File: config.mk
export PLATFORM = sky130hd
export DESIGN_NAME = i2c_master_bit_sequencer_unit
export DESIGN_NICKNAME = d
export VERILOG_FILES = /design/src/i2cmbs_pkg.sv /design/src/i2c_master_bit_sequencer_unit.sv
export VERILOG_INCLUDE_DIRS = /design/src /design/src/src
export SDC_FILE = /design/constraint.sdc
export NUM_CORES = 1
export LEC_CHECK = 0
export BUFFER_PORTS_ARGS = -buffer_cell sky130_fd_sc_hd__clkbuf_2
export CAP_MARGIN = 20
export CELL_PAD_IN_SITES_DETAIL_PLACEMENT = 1
export CELL_PAD_IN_SITES_GLOBAL_PLACEMENT = 1
export CORE_MARGIN = 2
export CORE_UTILIZATION = 45
export CTS_BUF_LIST = sky130_fd_sc_hd__clkbuf_16
export DETAILED_ROUTE_END_ITERATION = 12
export PLACE_DENSITY_LB_ADDON = 0.1
export SYNTH_ARGS = -nofsm -noshare
export SYNTH_HDL_FRONTEND = slang
export SYNTH_SLANG_ARGS = --single-unit
File: constraint.sdc
create_clock -name clk -period 3.4 [get_ports clk]
set_clock_uncertainty 0.05 [all_clocks]
set_input_delay 0.51 -clock clk [delete_from_list [all_inputs] [get_ports clk]]
set_output_delay 0.51 -clock clk [all_outputs]
set_load 0.02 [all_outputs]
File: src/assert_macros.svh
// Assertion macros shared by the I2C bit sequencer RTL.
// Expects a clock named clk and an active-low reset named rst_n in scope.
`ifndef ASSERT_MACROS_SVH
`define ASSERT_MACROS_SVH
`ifndef SYNTHESIS
// Condition holds at every clock edge outside reset
`define ASSERT_ALWAYS(lbl, cond, msg) \
  lbl: assert property (@(posedge clk) disable iff (!rst_n) (cond)) else $error(msg);
// Consequent holds in the cycle after the antecedent
`define ASSERT_NEXT(lbl, ante, cons, msg) \
  lbl: assert property (@(posedge clk) disable iff (!rst_n) (ante) |=> (cons)) else $error(msg);
`else
`define ASSERT_ALWAYS(lbl, cond, msg)
`define ASSERT_NEXT(lbl, ante, cons, msg)
`endif
`endif

File: src/i2cmbs_pkg.sv
// Types, codes and the step decoder of the I2C master bit sequencer.
// No dependencies; used by i2c_master_bit_sequencer_unit.
`timescale 1ns / 1ps
package i2cmbs_pkg;

  // Operation carried with each input transfer
  typedef enum logic [2:0] {
    OP_TICK  = 3'd0,
    OP_START = 3'd1,
    OP_STOP  = 3'd2,
    OP_WRITE = 3'd3,
    OP_READ  = 3'd4
  } op_t;

  // Command in progress; codes match the operation that launched it
  typedef enum logic [2:0] {
    CMD_IDLE  = 3'd0,
    CMD_START = 3'd1,
    CMD_STOP  = 3'd2,
    CMD_WRITE = 3'd3,
    CMD_READ  = 3'd4
  } cmd_t;

  // One pin action per tick
  typedef enum logic [2:0] {
    ACT_CLK0     = 3'd0,
    ACT_CLK1     = 3'd1,
    ACT_REL      = 3'd2,
    ACT_PULL     = 3'd3,
    ACT_DBIT     = 3'd4,
    ACT_CLK1_ACK = 3'd5,
    ACT_CLK1_BIT = 3'd6,
    ACT_CLK0_SHL = 3'd7
  } act_t;

  typedef struct packed {
    act_t act;
    logic last;
  } act_sel_t;

  localparam int unsigned StepW  = 6;
  localparam int unsigned ByteW  = 8;
  localparam int unsigned TdataW = 16;
  localparam int unsigned OpW    = 3;

  // Last step index of the write and read commands
  localparam logic [StepW-1:0] StepLastWrite  = 6'd27;
  localparam logic [StepW-1:0] StepLastReadAk = 6'd21;
  localparam logic [StepW-1:0] StepLastReadNk = 6'd20;

  // Result fields of one transfer
  typedef struct packed {
    logic             cmd_error;
    logic             ack_seen;
    logic [ByteW-1:0] rx_byte;
    logic             done_res;
    logic             busy_res;
    logic             sda_pull_low;
    logic             scl_level;
  } result_t;

  // Decode the pin action for the current step of a command
  function automatic act_sel_t pick_action(cmd_t cmd, logic [StepW-1:0] step,
                                           logic no_ack);
    act_sel_t s;
    s.act  = ACT_CLK0;
    s.last = 1'b0;
    unique case (cmd)
      CMD_START: begin
        s.last = (step[1:0] == 2'd3);
        case (step[1:0])
          2'd0:    s.act = ACT_CLK0;
          2'd1:    s.act = ACT_REL;
          2'd2:    s.act = ACT_CLK1;
          default: s.act = ACT_PULL;
        endcase
      end
      CMD_STOP: begin
        s.last = (step[1:0] == 2'd3);
        case (step[1:0])
          2'd0:    s.act = ACT_CLK0;
          2'd1:    s.act = ACT_PULL;
          2'd2:    s.act = ACT_CLK1;
          default: s.act = ACT_REL;
        endcase
      end
      CMD_WRITE: begin
        // Data bits take three steps each: set SDA, SCL high, SCL low and shift
        case (step) inside
          6'd0:                                         s.act = ACT_CLK0;
          6'd1, 6'd4, 6'd7, 6'd10, 6'd13, 6'd16, 6'd19, 6'd22:
                                                        s.act = ACT_DBIT;
          6'd2, 6'd5, 6'd8, 6'd11, 6'd14, 6'd17, 6'd20, 6'd23:
                                                        s.act = ACT_CLK1;
          6'd3, 6'd6, 6'd9, 6'd12, 6'd15, 6'd18, 6'd21, 6'd24:
                                                        s.act = ACT_CLK0_SHL;
          6'd25:                                        s.act = ACT_REL;
          6'd26:                                        s.act = ACT_CLK1_ACK;
          default: begin
            s.act  = ACT_CLK0;
            s.last = 1'b1;
          end
        endcase
      end
      CMD_READ: begin
        if (step == 6'd0) begin
          s.act = ACT_CLK0;
        end else if (step == 6'd1) begin
          s.act = ACT_REL;
        end else if (step <= 6'd17) begin
          // Even steps raise SCL and sample, odd steps lower it
          s.act = step[0] ? ACT_CLK0 : ACT_CLK1_BIT;
        end else if (!no_ack) begin
          case (step)
            6'd18:   s.act = ACT_PULL;
            6'd19:   s.act = ACT_CLK1;
            6'd20:   s.act = ACT_CLK0;
            default: begin
              s.act  = ACT_REL;
              s.last = 1'b1;
            end
          endcase
        end else begin
          case (step)
            6'd18:   s.act = ACT_REL;
            6'd19:   s.act = ACT_CLK1;
            default: begin
              s.act  = ACT_CLK0;
              s.last = 1'b1;
            end
          endcase
        end
      end
      default: begin
        s.act  = ACT_CLK0;
        s.last = 1'b0;
      end
    endcase
    return s;
  endfunction

endpackage

File: src/i2c_master_bit_sequencer_unit.sv
// I2C master bit sequencer with an open-drain SDA line: top level.
// Depends on i2cmbs_pkg and assert_macros.svh.
`timescale 1ns / 1ps
// The block accepts one transfer per clock while in_tready is high and returns
// exactly one registered result transfer for each. A command transfer (start,
// stop, write, read) launches only while idle, else its result flags cmd_error;
// each following tick transfer performs one pin action and the result shows
// SCL, the SDA pull-down and the status after it. A two-entry output buffer
// (result register plus skid register) keeps input acceptance going while a
// result waits, so in_tready only drops after two results are left untaken.
`include "assert_macros.svh"

module i2c_master_bit_sequencer_unit (
  input  logic        clk,
  input  logic        rst_n,
  input  logic        in_tvalid,
  output logic        in_tready,
  input  logic [15:0] in_tdata,   // [7:0] tx_byte, [8] last_read, [9] sda_in, rest zero
  input  logic [2:0]  in_tuser,   // [2:0] op
  output logic        out_tvalid,
  input  logic        out_tready,
  output logic [15:0] out_tdata   // [0] scl_level, [1] sda_pull_low, [2] busy_res,
                                  // [3] done_res, [11:4] rx_byte, [12] ack_seen,
                                  // [13] cmd_error, rest zero
);

  localparam int unsigned StepW = i2cmbs_pkg::StepW;
  localparam int unsigned ByteW = i2cmbs_pkg::ByteW;

  // Sequencer state
  i2cmbs_pkg::cmd_t   cmd_r, cmd_nxt;
  logic [StepW-1:0]   step_r, step_nxt;
  logic [ByteW-1:0]   shift_r, shift_nxt;
  logic [ByteW-1:0]   rx_r, rx_nxt;
  logic               no_ack_r, no_ack_nxt;
  logic               scl_r, scl_nxt;
  logic               sda_low_r, sda_low_nxt;
  logic               ack_r, ack_nxt;

  // Output buffer
  logic                  out_valid_r;
  i2cmbs_pkg::result_t   out_data_r;
  logic                  skid_valid_r;
  i2cmbs_pkg::result_t   skid_data_r;

  i2cmbs_pkg::result_t   res_nxt;
  i2cmbs_pkg::act_sel_t  sel;
  i2cmbs_pkg::op_t       op;
  logic [ByteW-1:0]      tx_byte;
  logic                  last_read;
  logic                  sda_in;
  logic                  in_fire;
  logic                  done;
  logic                  err;

  // Refuse transfers during reset and while the skid register is full
  assign in_tready = rst_n & ~skid_valid_r;
  assign in_fire   = in_tvalid & in_tready;

  // Unpack the input transfer
  assign op        = i2cmbs_pkg::op_t'(in_tuser);
  assign tx_byte   = in_tdata[7:0];
  assign last_read = in_tdata[8];
  assign sda_in    = in_tdata[9];

  assign sel = i2cmbs_pkg::pick_action(cmd_r, step_r, no_ack_r);

  // Next state and result of the accepted transfer
  always_comb begin
    cmd_nxt     = cmd_r;
    step_nxt    = step_r;
    shift_nxt   = shift_r;
    rx_nxt      = rx_r;
    no_ack_nxt  = no_ack_r;
    scl_nxt     = scl_r;
    sda_low_nxt = sda_low_r;
    ack_nxt     = ack_r;
    done        = 1'b0;
    err         = 1'b0;
    if (in_fire) begin
      case (op) inside
        i2cmbs_pkg::OP_START, i2cmbs_pkg::OP_STOP,
        i2cmbs_pkg::OP_WRITE, i2cmbs_pkg::OP_READ: begin
          if (cmd_r != i2cmbs_pkg::CMD_IDLE) begin
            err = 1'b1;
          end else begin
            cmd_nxt  = i2cmbs_pkg::cmd_t'(op);
            step_nxt = '0;
            if (op == i2cmbs_pkg::OP_WRITE) begin
              shift_nxt = tx_byte;
            end
            if (op == i2cmbs_pkg::OP_READ) begin
              shift_nxt  = '0;
              no_ack_nxt = last_read;
            end
          end
        end
        i2cmbs_pkg::OP_TICK: begin
          if (cmd_r != i2cmbs_pkg::CMD_IDLE) begin
            case (sel.act)
              i2cmbs_pkg::ACT_CLK0: scl_nxt = 1'b0;
              i2cmbs_pkg::ACT_CLK1: scl_nxt = 1'b1;
              i2cmbs_pkg::ACT_REL:  sda_low_nxt = 1'b0;
              i2cmbs_pkg::ACT_PULL: sda_low_nxt = 1'b1;
              i2cmbs_pkg::ACT_DBIT: sda_low_nxt = ~shift_r[ByteW-1];
              i2cmbs_pkg::ACT_CLK1_ACK: begin
                scl_nxt = 1'b1;
                ack_nxt = ~sda_in;
              end
              i2cmbs_pkg::ACT_CLK1_BIT: begin
                scl_nxt   = 1'b1;
                shift_nxt = {shift_r[ByteW-2:0], sda_in};
              end
              default: begin
                scl_nxt   = 1'b0;
                shift_nxt = {shift_r[ByteW-2:0], 1'b0};
              end
            endcase
            if (sel.last) begin
              if (cmd_r == i2cmbs_pkg::CMD_READ) begin
                rx_nxt = shift_nxt;
              end
              cmd_nxt  = i2cmbs_pkg::CMD_IDLE;
              step_nxt = '0;
              done     = 1'b1;
            end else begin
              step_nxt = step_r + 1'b1;
            end
          end
        end
        default: begin
          // Undefined operation: nothing changes
          cmd_nxt = cmd_r;
        end
      endcase
    end
    res_nxt.scl_level    = scl_nxt;
    res_nxt.sda_pull_low = sda_low_nxt;
    res_nxt.busy_res     = (cmd_nxt != i2cmbs_pkg::CMD_IDLE);
    res_nxt.done_res     = done;
    res_nxt.rx_byte      = rx_nxt;
    res_nxt.ack_seen     = ack_nxt;
    res_nxt.cmd_error    = err;
  end

  // Hold sequencer state
  always_ff @(posedge clk) begin
    if (!rst_n) begin
      cmd_r     <= i2cmbs_pkg::CMD_IDLE;
      step_r    <= '0;
      shift_r   <= '0;
      rx_r      <= '0;
      no_ack_r  <= 1'b0;
      scl_r     <= 1'b1;
      sda_low_r <= 1'b0;
      ack_r     <= 1'b0;
    end else begin
      cmd_r     <= cmd_nxt;
      step_r    <= step_nxt;
      shift_r   <= shift_nxt;
      rx_r      <= rx_nxt;
      no_ack_r  <= no_ack_nxt;
      scl_r     <= scl_nxt;
      sda_low_r <= sda_low_nxt;
      ack_r     <= ack_nxt;
    end
  end

  // Advance results through the output register and skid register
  always_ff @(posedge clk) begin
    if (!rst_n) begin
      out_valid_r  <= 1'b0;
      skid_valid_r <= 1'b0;
    end else if (out_tready || !out_valid_r) begin
      if (skid_valid_r) begin
        out_valid_r  <= 1'b1;
        skid_valid_r <= 1'b0;
      end else begin
        out_valid_r <= in_fire;
      end
    end else if (in_fire) begin
      skid_valid_r <= 1'b1;
    end
  end

  // Payload registers
  always_ff @(posedge clk) begin
    if (out_tready || !out_valid_r) begin
      out_data_r <= skid_valid_r ? skid_data_r : res_nxt;
    end else if (in_fire) begin
      skid_data_r <= res_nxt;
    end
  end

  assign out_tvalid = out_valid_r;
  assign out_tdata  = {2'b00, out_data_r};

  `ASSERT_ALWAYS(a_skid_needs_out, !skid_valid_r || out_valid_r, "skid full while output empty")
  `ASSERT_ALWAYS(a_idle_step_zero, cmd_r != i2cmbs_pkg::CMD_IDLE || step_r == '0, "idle with nonzero step")
  `ASSERT_ALWAYS(a_step_bound, step_r <= i2cmbs_pkg::StepLastWrite, "step index past end of write")
  `ASSERT_NEXT(a_done_goes_idle, in_fire && res_nxt.done_res, cmd_r == i2cmbs_pkg::CMD_IDLE, "command not retired after done")
  `ASSERT_NEXT(a_error_holds_step, in_fire && res_nxt.cmd_error, $stable(step_r) && $stable(cmd_r), "rejected command moved the sequence")

endmodule
# Word level (Yosys, flattened, before mapping)
# Cells that the tools add are included.
# W data, S select, Z words.
# op_classes
add_sub_neg,1
n_lt_le_gt_ge,1
n_eq_ne,45
muxes,76
n_bitwise,8
reduce_logical,24
# op_table
op,count
$mux W8,12
$eq A6 B5 Y1 const B,11
$eq A6 B4 Y1 const B,8
$mux W3,16
$mux W1,33
$mux W6,5
$eq A6 B3 Y1 const B,4
$reduce_or A8 Y1,3
$eq A3 B2 Y1 const B,6
$pmux W2 S3,3
$pmux W4 S4,1
$pmux W8 S2,1
$eq A3 B3 Y1 const B,5
$mux W14,1
$eq A6 B2 Y1 const B,2
$eq A3 B1 Y1 const B,3
$reduce_or A3 Y1,3
$reduce_and A4 Y1,2
$add A6 B1 Y6 const B,1
$eq A6 B1 Y1 const B,1
$le A6 B5 Y1 const B,1
$logic_not A3 Y1,2
$logic_not A6 Y1,1
$not A1 Y1,6
19 further kinds,24
# word_totals
ff_bits,59
inputBits,23
output_inout_bits,18

# Longest topological paths before layout
# Gate-level depths: netlist (run 1).
# depth
ltp_word,18
mapped_depth,12
ltp_nobuf,10

# Least setup slack after synthesis (run 1)
# No wires, ideal clock.
# synth_timing
kind,in2reg
from,input port rst_n
to,"register out_data_r (netlist bit out_tdata[4]), data pin"
setup_time_ns,0.260
t_arrival_ns,2.615
required_time_ns,3.090
setup_slack_ns,0.475
path_stages,8
n_path_buf,1
path_cell_list,inv_1 -> nor2_1 -> nand2_1 -> or3_4 -> or3_2 -> buf_2 -> mux2_2 -> mux2_2
# synth_lines
element,line_no,source
from (decl),i2c_master_bit_sequencer_unit.sv:15,"input logic rst_n,"
to (signal assigned),i2c_master_bit_sequencer_unit.sv:189,out_data_r <= skid_valid_r ? skid_data_r : res_nxt;
to (decl),i2c_master_bit_sequencer_unit.sv:42,i2cmbs_pkg::result_t out_data_r;

# Worst setup path in the final report (run 1)
# layout_timing
from,register step_r[1]
to,"register out_data_r (netlist bit out_tdata[12]), data pin"
# layout_via
elab_chain_len,15
word_cells_on_any_way,56
# layout_rtl
element,line_no,source
from (decl),i2c_master_bit_sequencer_unit.sv:32,"logic [StepW-1:0] step_r, step_nxt;"
from (signal assigned),i2c_master_bit_sequencer_unit.sv:159,step_r <= step_nxt;
$eq A6 B5 Y1,i2c_master_bit_sequencer_unit.sv:66,"assign sel = i2cmbs_pkg::pick_action(cmd_r, step_r, no_ack_r);"
$mux W3 (6 in a row),i2cmbs_pkg.sv:89,case (step) inside
$pmux W4 S4 *,i2cmbs_pkg.sv:68,unique case (cmd)
$eq A3 B3 Y1 *,i2c_master_bit_sequencer_unit.sv:100,case (sel.act)
$mux W1 *,i2c_master_bit_sequencer_unit.sv:100,
$mux W1 *,i2c_master_bit_sequencer_unit.sv:99,if (cmd_r != i2cmbs_pkg::CMD_IDLE) begin
$mux W1 * (2 in a row),i2c_master_bit_sequencer_unit.sv:81,case (op) inside
$mux W1 *,i2c_master_bit_sequencer_unit.sv:80,if (in_fire) begin
net ack_nxt,i2c_master_bit_sequencer_unit.sv:38,"logic ack_r, ack_nxt;"
$mux W14 *,i2c_master_bit_sequencer_unit.sv:189,
# The timed path passes the listed nets; every way through them passes the cells marked *.
# A chain may end at the register's enable or synchronous reset.

==> flow_summary.json, run 1 <==
{
  "status": "completed",
  "drc": 0,
  "nets": 448,
  "synth_most_common_cell": "nor2_1",
  "wl_um": 9401,
  "ioPinCount": 41,
  "cp-startpoint": "step_r[1]",
  "antenna_found_initial": 0,
  "top_layer_used": "met4",
  "io_buffers": 32,
  "setup_viol": 0,
  "wl_per_cell_um": 17.94,
  "hold_path.class": "in2reg",
  "yosys.area.top_type": "edfxtp_1",
  "hold_violations": 0,
  "grt_pass1_wl_um": 15960,
  "worst_pin_slew_ns": 0.7790,
  "synth_ff_type": "dfxtp_1",
  "syn_area_um2": 3541,
  "met3WireLength_um": 373,
  "vias": 3024,
  "min_period_ns": 3.157,
  "fin_util": 0.5485,
  "holdPathEnd": "no_ack_r",
  "power_w": 0.001878,
  "met2_length_um": 4097,
  "ant_nets": 0,
  "min_period_over_period": 0.9285,
  "place.gp.congestion": 0.8345,
  "synthArstFlopShare": 0,
  "final_layout_size_suffix_gt1_frac": 0.2630,
  "core-area_um2": 7687,
  "dr.pass1.iters": 4,
  "cts_setup_buffers": 0,
  "seq_area_frac_synth": 0.4127,
  "cts.repair.resized": 0,
  "overflow": 0,
  "regArea_um2": 1463,
  "whs_path_depth": 3,
  "min_from": "in_tdata[8]",
  "yosys-top-cells-area": "edfxtp_1 (24%), dfxtp_1 (18%), nor2_1 (4.8%)",
  "reg2reg_from": "step_r[1]",
  "cts_tree": "done",
  "die_w_um": 92.71,
  "maxSlewViolCount": 0,
  "clockBufferDepth": 2,
  "multi_input_area_um2": 1927,
  "worstRegToRegCells": 12,
  "worstPathArrival_ns": 3.18,
  "placementRows": 32,
  "synth_top_area_frac": 0.2375,
  "holdWs_ns": 0.3780,
  "area_delta_synth_final_pct": 19.08,
  "clkSlewWorstSetupHoldPaths_ns": 0.05,
  "synth_edf_count": 28,
  "post-place-cells": 508,
  "max_freq_mhz": 316.8,
  "fin_cells": 524,
  "drv_cap": 0,
  "ir_drop_v": 0.0002135,
  "path_max_fanout": 11,
  "cellLeakagePower_nw": 1.633,
  "netlist_instances": 381,
  "cp_data_required_time_ns": 3.42,
  "cts_root_buf": "clkbuf_16",
  "cts_buffers": 9,
  "hpwl_um": 6868,
  "h-tree-depth": 3,
  "syn_area_per_cell_um2": 9.294,
  "grt_max_degree": 23,
  "pwr_density_cell_nw_per_um2": 445.4,
  "drtIter0Drc": 189,
  "grt_use_total": 0.2388,
  "ys.warnings.count": 0,
  "initial_core_util": 0.4606,
  "maxSlewHeadroom": 0.4807,
  "hold_buffers": 0,
  "grt_pass1_vias": 3011,
  "ys_seq_elements": 59,
  "antenna_cells": 0,
  "clk_latency_ns": 0.33,
  "synth_commonest_cells": "nor2_1 (45), dfxtp_1 (31), nand2_1 (29)",
  "viasPerCell": 5.771,
  "timing.rr.end": "out_tdata[12]",
  "cts_sinks": 59,
  "crit_path_start_kind": "register",
  "cp-end-kind": "register",
  "r2r_slack_ns": 0.24,
  "ys_types": 71,
  "wl_met1_um": 4825,
  "fillers": 887,
  "die_area_um2": 8594,
  "die_h_um": 92.71,
  "crit_type": "reg2reg"
}
-- state kept, by name, summed over array words and instances, names as in the netlist --
register,cells
scl_r,1
sda_low_r,1
no_ack_r,1
skid_data_r,14
out_tdata,14
step_r,6
cmd_r,3
ack_r,1
rx_r,8
skid_valid_r,1
out_tvalid,1
shift_r,8
-- placed cells by master (no fill, tap or decap), types with 11 or more instances in the layout --
cell / instances
a21oi_1: 15
buf_4: 23
nand2_1: 28
nor3_1: 14
dfxtp_1: 30
clkbuf_2: 32
inv_1: 11
nor2_1: 45
o31ai_1: 16
a31oi_1: 11
edfxtp_1: 28
-- how the worst max path moves through the flow --
stage                                to
after global placement    out_tdata[12]
final                     out_tdata[12]
after global routing       out_tdata[1]
after CTS                 out_tdata[12]
after floorplan            out_tdata[4]
after detailed placement  out_tdata[12]
-- layer usage --
metal  GRT usage  up-vias
met4     0.06250        0
met1      0.3614     1457
li1            -     1502
met2      0.3516       56
met5           0        -
met3     0.04312        9
-- metrics by stage --
step | instance area, µm² | setup slack (ns) | setup TNS (ns)
global placement | 3837 | 0.1876 | 0
detailed placement | 3837 | 0.09311 | 0
finish | 4217 | 0.2432 | 0
global route | 4217 | -0.01507 | -0.01973
CTS | 4163 | 0.04504 | 0
floorplan | 3545 | 0.4755 | 0
-- cell families after synthesis --
logic type | share of synthesized area
AOI/OAI and AO/OA | 0.2046
xor gates and xnor gates | 0.004948
adders and majority gates | 0.02827
buffers and inverters | 0.05901
DFF | 0.4127
muxes | 0.04275
other | 0.001059
and+or+nand+nor | 0.2466
-- critical path, stage by stage, from the launching register on --
cell and delay (ns):
dfxtp_2 0.38, inv_1 0.11, ha_1 0.24, buf_4 0.17
mux4_2 0.46, nand2_1 0.10, nand4_1 0.17, nand3_1 0.18
nand2_2 0.15, buf_4 0.19, nor4b_4 0.27, mux2i_1 0.16
mux2_4 0.27
-- power by group --
| part | switching, W | leakage [nW] | total [W] | internal [W] |
|---|---|---|---|---|
| sequential | 0.00000795 | 0.548 | 0.000764 | 0.000756 |
| combinational | 0.0000876 | 0.925 | 0.000134 | 0.0000460 |
| clock | 0.000335 | 0.160 | 0.000980 | 0.000646 |
| total | 0.000430 | 1.63 | 0.00188 | 0.00145 |
-- final cells by class --
cell class | count | share of cell area
Sequential cell | 59 | 0.3469
Inverter | 11 | 0.009792
Tap cell | 102 | 0.03027
Clock buffer | 9 | 0.05341
Multi-Input combinational cell | 281 | 0.4570
Clock inverter | 7 | 0.02374
Timing Repair Buffer | 55 | 0.07893
Power figures use the tool's default switching activity.
==> inputs of run 2 (changes only) <==
CORE_ASPECT_RATIO = 0.5   (was unset)
==> flow_summary.json, run 2 (synthesized netlist as in run 1, its figures left out) <==
{
  "status": "completed",
  "ant_nets": 0,
  "hold_path.class": "in2reg",
  "worstPathArrival_ns": 3.22,
  "initial_core_util": 0.4729,
  "cts_root_buf": "clkbuf_16",
  "io_buffers": 32,
  "hpwl_um": 7313,
  "h-tree-depth": 3,
  "cpMaxStageDelayCell": "dfxtp_1",
  "cts_setup_buffers": 0,
  "p_switching_w": 0.0004347,
  "path_depth": 13,
  "area_delta_synth_final_pct": 18.37,
  "final_layout_size_suffix_gt1_frac": 0.2541,
  "cts_sinks": 59,
  "antenna_cells": 0,
  "power_w": 0.001801,
  "switching_share": 0.2413,
  "whs_path_depth": 2,
  "antenna_found_initial": 0,
  "grt_pass1_wl_um": 16790,
  "rsz0062_at_grt": "false",
  "clockBufferDepth": 2,
  "cp-end-kind": "register",
  "place.gp.congestion": 0.8749,
  "setup_viol": 0,
  "worstPathCellList": "inv_1, ha_2, nor2b_1, a22o_1, a221oi_1, buf_4, nand2_1, a31oi_1, buf_4, nand2_2, a211oi_1, buf_4, o31ai_1",
  "layout_commonest_cell": "nor2_1",
  "clk_latency_ns": 0.33,
  "worst_pin_slew_ns": 0.7822,
  "mostFrequentLayoutCells": "nor2_1 (45), clkbuf_2 (32), dfxtp_1 (31)",
  "cts_tree": "done",
  "dpl_cell_area_um2": 3867,
  "crit_path_start_kind": "register",
  "cp_data_required_time_ns": 3.42,
  "slowest_delay_ns": 0.41,
  "worstRegToRegCells": 13,
  "internal_power_w": 0.001367,
  "design_area_um2": 4192,
  "crit_type": "reg2reg",
  "grt_use_total": 0.2564,
  "wl_per_cell_um": 19.47,
  "grt_max_degree": 23,
  "placementRows": 22,
  "p_clk_frac": 0.498,
  "fillers": 891,
  "vias": 3161,
  "hold_violations": 0,
  "drv_cap": 0,
  "p_seq_frac": 0.425,
  "path_max_fanout": 11,
  "max_freq_mhz": 311.8,
  "die_h_um": 66.73,
  "ioPinCount": 41,
  "drc": 0,
  "pwr-share-comb": 0.078,
  "min_period_ns": 3.207,
  "ir_drop_v": 0.0002851,
  "viasPerCell": 5.931,
  "clkSlewWorstSetupHoldPaths_ns": 0.05,
  "cpLargestDelayFamily": "compound AO/OA/AOI/OAI gates",
  "pwr_density_cell_nw_per_um2": 429.7,
  "fin_util": 0.5598,
  "overflow": 0,
  "setup_tns_ns": 0,
  "path_buf_inv": 4,
  "cts_buffers": 9,
  "maxSlewViolCount": 0,
  "wl_um": 10380,
  "maxSlewHeadroom": 0.4786,
  "drtIter0Drc": 193,
  "cellLeakagePower_nw": 1.622,
  "dr.pass1.iters": 4,
  "grt_pass1_vias": 3209,
  "die_w_um": 129.5,
  "die_area_um2": 8638,
  "path_common_cell": "buf_4",
  "min_period_over_period": 0.9432,
  "nets": 451,
  "core-area_um2": 7487
}
==> run 2: changes by cell type in the layout (fill, tap and decap cells not counted), moves of 2 or more <==
cell        change
a211oi_1        +4
a211oi_2        -4
buf_4           +3
clkinv_4        -3
clkinvlp_4      +2
==> run 2: what timing repair did <==
item                       CTS  global route
setup endpoints to repair    0            24
hold buffers                 0             0
resized for setup            0             9
==> run 2: cell type report <==
cell class / instances / area, µm² / share of cell area
multi-input combinational: 281 / 1906 / 0.4546
sequential: 59 / 1461 / 0.3487
timing repair buffer: 58 / 355.3 / 0.08478
clock buffer: 9 / 225.2 / 0.05373
tap: 108 / 135.1 / 0.03224
clock inverter: 7 / 67.56 / 0.01612
inverter: 11 / 41.29 / 0.009851
==> run 2: power groups by stage <==
stage	Combinational, W	Clock, W	Sequential [W]
floorplan	0.0000775	0	0.000789
global placement	0.000129	0	0.000779
detailed placement	0.000135	0	0.000780
CTS	0.000138	0.000912	0.000765
global route	0.000152	0.000940	0.000767
finish	0.000140	0.000896	0.000765
==> run 2: path summary, 6_finish.rpt <==
kind | from | end | slack, ns
max | step_r[1] | out_tdata[6] | 0.19
min | rst_n | scl_r | 0.37
max reg2reg | step_r[1] | out_tdata[6] | 0.19
min reg2reg | shift_r[7] | shift_r[7] | 0.47
==> run 2: routing by layer <==
| metal | wire (µm) | up-vias | GRT usage |
|---|---|---|---|
| met2 | 4958 | 86 | 0.4388 |
| met1 | 4778 | 1565 | 0.3345 |
| met4 | 93 | 0 | 0.05511 |
| met5 | 0 | - | 0 |
| met3 | 544 | 10 | 0.05944 |
| li1 | - | 1500 | - |
==> run 2: metrics by stage <==
step / hold WS (ns) / instances / setup slack [ns]
CTS: 0.3510 / 533 / 0.02017
global placement: 0.4471 / 517 / 0.2330
finish: 0.3664 / 533 / 0.1930
global route: 0.3902 / 533 / 0.005062
floorplan: 0.3967 / 382 / 0.4755
detailed placement: 0.4537 / 517 / 0.04339
